<file path="src/rsd_pkg.sv">
`default_nettype none
package rsd_pkg;

	localparam int unsigned LENGTH_BITS_DEF = 29;
	localparam int unsigned FLAG_LSB = 29;
	localparam int unsigned RES_PER_WORD = 4;
	localparam logic [31:0] SYNC_RESET = 32'hced7230a;

	localparam logic [1:0] PH_MAGIC   = 2'd0;
	localparam logic [1:0] PH_HEADER  = 2'd1;
	localparam logic [1:0] PH_PAYLOAD = 2'd2;
	localparam logic [1:0] PH_HALT    = 2'd3;

	localparam logic [2:0] ERR_NONE           = 3'd0;
	localparam logic [2:0] ERR_MAGIC          = 3'd1;
	localparam logic [2:0] ERR_CONT_AT_START  = 3'd2;
	localparam logic [2:0] ERR_START_IN_SPLIT = 3'd3;
	localparam logic [2:0] ERR_TRUNC          = 3'd4;

	typedef struct packed {
		logic [31:0] data_word;
		logic        stream_end;
	} in_t;

	typedef struct packed {
		logic [7:0] payload_byte;
		logic       byte_valid;
		logic       record_last;
		logic [2:0] error_code;
	} out_t;

	// framing control state; the byte count travels beside it
	typedef struct packed {
		logic [1:0] phase;
		logic       part_flag;
		logic       inside_split;
	} ctl_t;

endpackage
`default_nettype wire

</file>
<file path="src/rsd_decode.sv">
`default_nettype none
module rsd_decode #(
	parameter int unsigned LENGTH_BITS = rsd_pkg::LENGTH_BITS_DEF
) (
	input  wire rsd_pkg::in_t                     item,
	input  wire logic [31:0]                      sync_word,
	input  wire rsd_pkg::ctl_t                    ctl,
	input  wire logic [LENGTH_BITS-1:0]           remaining,
	output rsd_pkg::ctl_t                         ctl_nxt,
	output logic [LENGTH_BITS-1:0]                remaining_nxt,
	output rsd_pkg::out_t [rsd_pkg::RES_PER_WORD-1:0] res,
	output logic [2:0]                            res_cnt
);

	logic [2:0]             flag;
	logic [LENGTH_BITS-1:0] len;
	logic                   len_zero;
	logic                   cont;
	logic                   rem_ge4;
	logic                   rem_le4;
	logic [2:0]             take;

	assign flag     = item.data_word[31:rsd_pkg::FLAG_LSB];
	assign len      = item.data_word[LENGTH_BITS-1:0];
	assign len_zero = (len == '0);
	assign rem_ge4  = |remaining[LENGTH_BITS-1:2];
	// the part ends within this word
	assign rem_le4  = (remaining <= LENGTH_BITS'(4));
	assign take     = rem_ge4 ? 3'd4 : {1'b0, remaining[1:0]};

	always_comb begin
		priority if (flag <= 3'd1) begin
			cont = flag[0];
		end else if (flag <= 3'd3) begin
			cont = (flag == 3'd2);
		end else begin
			cont = 1'b1;
		end
	end

	always_comb begin
		ctl_nxt       = ctl;
		remaining_nxt = remaining;
		res           = '0;
		res_cnt       = 3'd0;
		if (ctl.phase == rsd_pkg::PH_HALT) begin
			res_cnt = 3'd0;
		end else if (item.stream_end) begin
			if (!(ctl.phase == rsd_pkg::PH_MAGIC && !ctl.inside_split)) begin
				res[0].error_code = rsd_pkg::ERR_TRUNC;
				res_cnt           = 3'd1;
				ctl_nxt.phase     = rsd_pkg::PH_HALT;
			end
		end else begin
			unique case (ctl.phase)
				rsd_pkg::PH_MAGIC: begin
					if (item.data_word != sync_word) begin
						res[0].error_code = rsd_pkg::ERR_MAGIC;
						res_cnt           = 3'd1;
						ctl_nxt.phase     = rsd_pkg::PH_HALT;
					end else begin
						ctl_nxt.phase = rsd_pkg::PH_HEADER;
					end
				end
				rsd_pkg::PH_HEADER: begin
					if (flag <= 3'd1 && ctl.inside_split) begin
						res[0].error_code = rsd_pkg::ERR_START_IN_SPLIT;
						res_cnt           = 3'd1;
						ctl_nxt.phase     = rsd_pkg::PH_HALT;
					end else if ((flag == 3'd2 || flag == 3'd3) && !ctl.inside_split) begin
						res[0].error_code = rsd_pkg::ERR_CONT_AT_START;
						res_cnt           = 3'd1;
						ctl_nxt.phase     = rsd_pkg::PH_HALT;
					end else begin
						if (ctl.inside_split) begin
							// re-insert the sync bytes between joined parts
							for (int i = 0; i < rsd_pkg::RES_PER_WORD; i++) begin
								res[i].payload_byte = sync_word[8*i +: 8];
								res[i].byte_valid   = 1'b1;
							end
							res[rsd_pkg::RES_PER_WORD-1].record_last = len_zero && !cont;
							res_cnt = 3'd4;
						end else if (len_zero && !cont) begin
							res[0].record_last = 1'b1;
							res_cnt            = 3'd1;
						end
						ctl_nxt.inside_split = cont;
						ctl_nxt.part_flag    = cont;
						remaining_nxt        = len;
						ctl_nxt.phase = len_zero ? rsd_pkg::PH_MAGIC : rsd_pkg::PH_PAYLOAD;
					end
				end
				rsd_pkg::PH_PAYLOAD: begin
					for (int i = 0; i < rsd_pkg::RES_PER_WORD; i++) begin
						if (3'(i) < take) begin
							res[i].payload_byte = item.data_word[8*i +: 8];
							res[i].byte_valid   = 1'b1;
							res[i].record_last  = !ctl.part_flag
								&& (remaining == LENGTH_BITS'(i + 1));
						end
					end
					res_cnt       = take;
					remaining_nxt = remaining - LENGTH_BITS'(take);
					if (rem_le4) begin
						ctl_nxt.phase = rsd_pkg::PH_MAGIC;
					end
				end
				default: begin
					ctl_nxt = ctl;
				end
			endcase
		end
	end

endmodule
`default_nettype wire

</file>
<file path="src/record_stream_deframer.sv">
// An accepted word waits in the input register, then its results load the result buffer.
// Throughput: one word per cycle while each word yields at most one result and res_ready
// is high; a word with more results holds the result buffer until they are taken, so payload
// words go no faster than their bytes leave, one byte per request on the single result port.
// Reset (arst_n low, asynchronous): expect a magic word, no split open, byte count zero,
// sync_word back to its default, input and result buffers empty.
`default_nettype none
module record_stream_deframer #(
	parameter int unsigned LENGTH_BITS = rsd_pkg::LENGTH_BITS_DEF
) (
	input  wire logic          clk,
	input  wire logic          arst_n,
	input  wire logic          sync_we,
	input  wire logic [31:0]   sync_wdata,
	input  wire logic          word_valid,
	output logic               word_ready,
	input  wire rsd_pkg::in_t  word,
	output logic               res_valid,
	input  wire logic          res_ready,
	output rsd_pkg::out_t      res
);

	// configuration
	logic [31:0] sync_q;

	// input register
	rsd_pkg::in_t word_s1;
	logic         valid_s1;

	// framing state
	rsd_pkg::ctl_t          ctl_q;
	logic [LENGTH_BITS-1:0] remaining_q;

	// result buffer: the up-to-four results of one word, drained one per request
	rsd_pkg::out_t [rsd_pkg::RES_PER_WORD-1:0] grp_s2;
	logic [2:0] cnt_q;
	logic [1:0] idx_q;

	// decoder outputs
	rsd_pkg::ctl_t                             ctl_nxt;
	logic [LENGTH_BITS-1:0]                    remaining_nxt;
	rsd_pkg::out_t [rsd_pkg::RES_PER_WORD-1:0] dec_res;
	logic [2:0]                                dec_cnt;

	logic grp_free;
	logic process;
	logic res_take;

	rsd_decode #(
		.LENGTH_BITS(LENGTH_BITS)
	) u_decode (
		.item         (word_s1),
		.sync_word    (sync_q),
		.ctl          (ctl_q),
		.remaining    (remaining_q),
		.ctl_nxt      (ctl_nxt),
		.remaining_nxt(remaining_nxt),
		.res          (dec_res),
		.res_cnt      (dec_cnt)
	);

	assign res_valid = (cnt_q != 3'd0);
	assign res       = grp_s2[idx_q];
	assign res_take  = res_valid && res_ready;

	// buffer is free once empty, or when its final result leaves this cycle
	assign grp_free   = (cnt_q == 3'd0) || (cnt_q == 3'd1 && res_ready);
	assign process    = valid_s1 && grp_free;
	// take a new request whenever the held one is being decoded or none is held
	assign word_ready = !valid_s1 || process;

	always_ff @(posedge clk or negedge arst_n) begin
		if (!arst_n) begin
			sync_q <= rsd_pkg::SYNC_RESET;
		end else if (sync_we) begin
			sync_q <= sync_wdata;
		end
	end

	// input register: hold the word until the result buffer can take its results
	always_ff @(posedge clk or negedge arst_n) begin
		if (!arst_n) begin
			valid_s1 <= 1'b0;
		end else if (word_ready) begin
			valid_s1 <= word_valid;
		end
	end

	always_ff @(posedge clk) begin
		if (word_ready && word_valid) begin
			word_s1 <= word;
		end
	end

	// advance framing state once per decoded word; a halted decoder keeps its state
	always_ff @(posedge clk or negedge arst_n) begin
		if (!arst_n) begin
			ctl_q.phase        <= rsd_pkg::PH_MAGIC;
			ctl_q.part_flag    <= 1'b0;
			ctl_q.inside_split <= 1'b0;
			remaining_q        <= '0;
		end else if (process) begin
			ctl_q       <= ctl_nxt;
			remaining_q <= remaining_nxt;
		end
	end

	// result count and read pointer: load on decode, otherwise step on each taken request
	always_ff @(posedge clk or negedge arst_n) begin
		if (!arst_n) begin
			cnt_q <= 3'd0;
			idx_q <= 2'd0;
		end else if (process) begin
			cnt_q <= dec_cnt;
			idx_q <= 2'd0;
		end else if (res_take) begin
			cnt_q <= cnt_q - 3'd1;
			idx_q <= idx_q + 2'd1;
		end
	end

	always_ff @(posedge clk) begin
		if (process) begin
			grp_s2 <= dec_res;
		end
	end

endmodule
`default_nettype wire

</file>
<file path="config.mk">
export PLATFORM = sky130hd
export DESIGN_NAME = record_stream_deframer
export DESIGN_NICKNAME = d
export VERILOG_FILES = /design/src/rsd_pkg.sv /design/src/rsd_decode.sv /design/src/record_stream_deframer.sv
export SDC_FILE = /design/constraint.sdc
export NUM_CORES = 1
export LEC_CHECK = 0
export BUFFER_PORTS_ARGS = -buffer_cell sky130_fd_sc_hd__clkbuf_2
export CELL_PAD_IN_SITES_DETAIL_PLACEMENT = 0
export CELL_PAD_IN_SITES_GLOBAL_PLACEMENT = 1
export CORE_AREA = 2 2 133 135
export DETAILED_ROUTE_END_ITERATION = 8
export DIE_AREA = 0 0 135 137
export PLACE_DENSITY = 0.88
export SYNTH_ARGS = -nofsm -noshare
export SYNTH_HDL_FRONTEND = slang
export SYNTH_HIERARCHICAL = 1
export SYNTH_SLANG_ARGS = --single-unit
</file>
<file path="constraint.sdc">
create_clock -name clk -period 4.4 [get_ports clk]
set_input_delay 0 -clock clk [delete_from_list [all_inputs] [get_ports clk]]
set_output_delay 0 -clock clk [all_outputs]
set_load 0.03 [all_outputs]
</file>
==> Yosys cells after proc, flatten, opt, wreduce, memory -nomap -nowiden <==
Index checks and enable logic that the tools add are counted.
{ "totals": {"ff_bits": 146, "latchBits": 0, "mem_bits_rw": 0, "mem_bits_ro": 0, "n_memories": 0} }
{ "classes": {"addsub": 3, "n_mul": 0, "div": 0, "n_lt_le_gt_ge": 8, "eq_ne": 15, "n_shift": 0, "mux": 56, "bitwise": 7, "reduce_logical": 32} }
{ "op_table": {"columns": ["operator", "n"], "rows": [
  ["$mux W10", 9],
  ["$mux W9", 7],
  ["$eq A29 B2 Y1 const B", 2],
  ["$mux W29", 2],
  ["$pmux W29 S2", 1],
  ["$pmux W10 S2", 2],
  ["$pmux W9 S2", 2],
  ["$mux W3", 11],
  ["$ne A32 B32 Y1", 1],
  ["$eq A29 B1 Y1 const B", 1],
  ["$eq A29 B3 Y1 const B", 1],
  ["$le A29 B3 Y1 const B", 1],
  ["$logic_not A29 Y1", 1],
  ["$sub A29 B3 Y29", 1],
  ["$reduce_or A27 Y1", 1],
  ["$bmux W13 S2", 1],
  ["$mux W2", 10],
  ["$mux W13", 1],
  ["$logic_and A1 B1 Y1", 12],
  ["$reduce_and A6 Y1", 2],
  ["$pmux W3 S3", 1],
  ["$reduce_or A4 Y1", 2],
  ["$mux W1", 7],
  ["$not A1 Y1", 7],
  ["other kinds (24)", 35]
]} }

==> Logic depth before layout (Yosys ltp) <==
{ "depth": {"ltp_word": 13, "ltp_mapped": 13} }

==> Hierarchy <==
Netlist, hierarchy kept.
{ "modules_own_cells": {"columns": ["module", "n_inst", "cells_each", "area_each_um2", "seq_area_each_um2"], "rows": [
  ["record_stream_deframer", 1, 272, 5650.4, 4349.2],
  ["rsd_decode", 1, 368, 2423.6, 0.0]
]} }

==> Worst setup path before layout <==
No wires, ideal clock.
{ "synth_path": {"path_type": "register to register", "startpoint": "register remaining_q[13]", "endpoint": "register remaining_q[14]", "setup_time_ns": 0.127, "arrival_ns": 3.728, "required_ns": 4.273, "path_slack_ns": 0.544, "path_stages_with_launch": 13, "path_buffers": 1, "synth_period_minus_slack_ns": 3.856, "path_cell_list": "dfrtp_1 > nor4_4 > nand4_2 > nor4_4 > ha_1 > and2b_2 > or3b_1 > buf_6 > or4_4 > o41ai_2 > a21boi_1 > a221o_1 > mux2_1"} }
{ "synth_via": {"elab_chain_len": 4} }
{ "synth_rtl": {"columns": ["element", "line", "rtl"], "rows": [
  ["from (decl)", "record_stream_deframer.sv:32", "logic [LENGTH_BITS-1:0] remaining_q;"],
  ["from (signal assigned)", "record_stream_deframer.sv:104", "remaining_q <= remaining_nxt;"],
  ["$reduce_or A27 Y1", "rsd_decode.sv:26", "assign rem_ge4 = |remaining[LENGTH_BITS-1:2];"],
  ["$mux W3", "rsd_decode.sv:29", "assign take = rem_ge4 ? 3'd4 : {1'b0, remaining[1:0]};"],
  ["$sub A29 B3 Y29 (*)", "rsd_decode.sv:103", "remaining_nxt = remaining - LENGTH_BITS'(take);"],
  ["$pmux W29 S2 (*)", "rsd_decode.sv:55", "unique case (ctl.phase)"]
]} }
Every way passes the cells marked *; elsewhere a longest branch is shown, timed or not.
A chain may end at the register's enable or synchronous reset.

==> Worst setup path after layout <==
Same ends and word-level chain as after synthesis.

==> flow_summary_export.csv <==
group,metric,value,unit
outcome,status,"finished, final reports clean",
routing,drtAntennaViolNets,0,
grt,grt_antenna_before_repair,0,
logic_synthesis,synthCells,640,
finish,layout-drive-gt1-share,27.88,%
logic_synthesis,synth_top_cell_area_share,31.61,%
routing,vias_per_cell,5.978,
floorplanning,die_w,135,um
grt,grt_max_degree,90,
placed_design,portBuffers,84,
logic_synthesis,synthTopCellsByCount,"85 x edfxtp_1, 55 x dfrtp_1, 52 x mux2_2",
clock_network,cts_root_buf,"clkbuf_16",
routing,dr.first_iter.drc_count,535,
clock_network,postCtsSetupBuffers,0,
floorplanning,start_util,47.34,%
finish,area_growth,21.97,%
clock_network,clockBufferDepth,2,
power,p_sw,0.002401,W
timing,setup_viol,0,
logic_synthesis,synth-async-reset-ratio,45.51,%
logic_synthesis,synth-main-ff-cell,"edfxtp_1",
timing,min_period,4.136,ns
run,drv_cap,0,
critical_path,endpoint_kind,"register",
timing,tightestPinTransition,1.194,ns
clock_network,cts_sinks,156,
grt,grt_pass1_vias,6199,
power,p_int,0.003769,W
logic_synthesis,synth_area_leaders,"edfxtp_1 32%, dfrtp_1 17%, mux2_2 7.3%",
power,p_sw_share,38.91,%
logic_synthesis,avgSynthCellArea,12.62,um^2
grt,grt_overflow_total,0,
power,peakVddDrop,0.3955,mV
critical_path,worstPathRequired,4.71,ns
finish,n_antenna_cell,0,
timing,rsz0062_at_grt,"no",
grt,grt_pass1_wl,34070,um
routing,num_vias,6127,
timing,max_freq,241.8,MHz
clock_network,htree_num_levels,4,
critical_path,arrival,4.45,ns
power,powerDensity,626.5,mW/mm^2
floorplanning,io_pins,85,
power,p_leak,3.923,nW
grt,grt_use_total,24.75,%
timing,tns,0,ns
finish,n_fill_cell,1346,
power,power_frac_clock,22.5,%
timing,fin_crit_sh,94.00,%
timing,hold_viol_final,0,
clock_network,cts_tree,"done",
clock_network,cts_inserted_buffers,17,
placed_design,gp_congestion,0.8511,
routing,drt-total-wl,21850,um
logic_synthesis,yosysUniqueCellTypes,69,
clock_network,clkTransAtPathRegs,0.06,ns
critical_path,rrSetupSlack,0.26,ns
placed_design,hpwl,14320,um
timing,maxSlewHeadroom,20.38,%
critical_path,worstSetupPathType,"register to register",
min_path,hold_path.class,"input port to register",
routing,firstDrtPassIters,5,
routing,avgRoutedWirePerCell,21.32,um
power,total_power,0.006170,W
clock_network,cts_resized,0,
logic_synthesis,synth-warning-count,6,
clock_network,clk_latency,0.43,ns
floorplanning,die_y,137,um
floorplanning,dieArea,0.01850,mm^2
floorplanning,core,0.01706,mm^2
routing,drcViolationCount,0,
logic_synthesis,yosysTopAreaCell,"edfxtp_1",
logic_synthesis,netlist_area,0.008074,mm^2
clock_network,cts_hold_buffers,68,
finish,nNetsFinal,868,
critical_path,crit_fanout,9,
floorplanning,row_count,48,
logic_synthesis,seq_area_frac_synth,53.87,%
timing,maxSlewViolCount,0,
power,combPwrFrac,36.0,%
power,seq_power_share,41.5,%
logic_synthesis,synth_most_common_cell,"edfxtp_1",
critical_path,critPathLaunchType,"register",
timing,final.setup_skew,0.008862,ns
logic_synthesis,ys_seq_elements,156,
logic_synthesis,synth_edf_count,85,
## path summary, 6_finish.rpt
kind,depth (start not counted),end,startpoint
setup / recovery,11,remaining_q[14],remaining_q[13]
hold / removal,2,word_s1[15],word[15]
setup reg to reg,11,remaining_q[14],remaining_q[13]
hold reg to reg,1,remaining_q[16],remaining_q[16]
max in group asynchronous,3,sync_q[29],arst_n
min in group asynchronous,3,remaining_q[12],arst_n
## metal layers
metal	track usage (%)	share of wire [%]
met5	0	0
met4	9.780	2.9
met3	6.815	7.4
met2	41.51	50
met1	30.51	40
## logic make-up (layout without fill, tap and decap cells)
logic type	count (synthesis)	count (layout)	synth area share, %
xor+xnor	36	36	3.905
buf+inv	53	204	3.812
flops	156	156	53.87
other cells	2	11	0.09301
compound gates	126	126	11.75
mux	83	83	13.34
fa+ha+maj	11	11	1.705
simple gates	173	173	11.53
## critical path: stages, from the launching register on
cell and delay (ns):
dfrtp_1 0.48, nor4_4 0.43, nand4_2 0.30, nor4_4 0.32, ha_1 0.34, and2b_2 0.24, or3b_1 0.51, or4_4 0.51
o41ai_2 0.22, a21boi_1 0.10, a221o_1 0.28, mux2_1 0.28
## power by group through the flow
stage	clock, W	combinational [W]	sequential, W
finish	0.00139	0.00222	0.00256
global route	0.00147	0.00241	0.00261
CTS	0.00140	0.00221	0.00255
floorplan	0	0.00178	0.00233
detailed placement	0	0.00215	0.00257
global placement	0	0.00209	0.00253
## state kept, by name, summed over array words and instances (netlist names)
register / flops
grp_s2: 52
valid_s1: 1
remaining_q: 29
word_s1: 33
ctl_q: 4
idx_q: 2
sync_q: 32
cnt_q: 3
## metrics by stage
step | hold slack [ns] | std cells | util (%) | area (um^2) | worst slack (ns)
floorplan | -0.2956 | 649 | - | 8108 | 0.5443
global placement | 0.1768 | 925 | 50.54 | 8620 | 0.4647
detailed placement | 0.1786 | 925 | 50.54 | 8620 | 0.3442
CTS | 0.2629 | 1025 | 57.74 | 9848 | 0.2992
global route | 0.2712 | 1025 | 57.74 | 9848 | 0.05825
finish | 0.2786 | 1025 | 57.74 | 9848 | 0.2641
## area by class of cell
| class | instances | area (um^2) | area share (%) |
|---|---|---|---|
| Sequential cell | 156 | 4349 | 44.16 |
| Multi-Input combinational cell | 440 | 3467 | 35.21 |
| Timing Repair Buffer | 159 | 1154 | 11.71 |
| Clock buffer | 19 | 432.9 | 4.396 |
| Tap cell | 225 | 281.5 | 2.859 |
| Clock inverter | 13 | 115.1 | 1.169 |
| Inverter | 13 | 48.80 | 0.4955 |
## cell usage in the layout (no fill, tap or decap), types with 24 or more instances in the layout
cell            n
a22o_1         24
clkbuf_2       83
dfrtp_1        55
dlygate4sd3_1  68
edfxtp_1       85
mux2_2         52
nand2_1        29
nor2_1         51
o21ai_0        27
xor2_1         34
No activity file was read; power rests on OpenSTA's default activity.
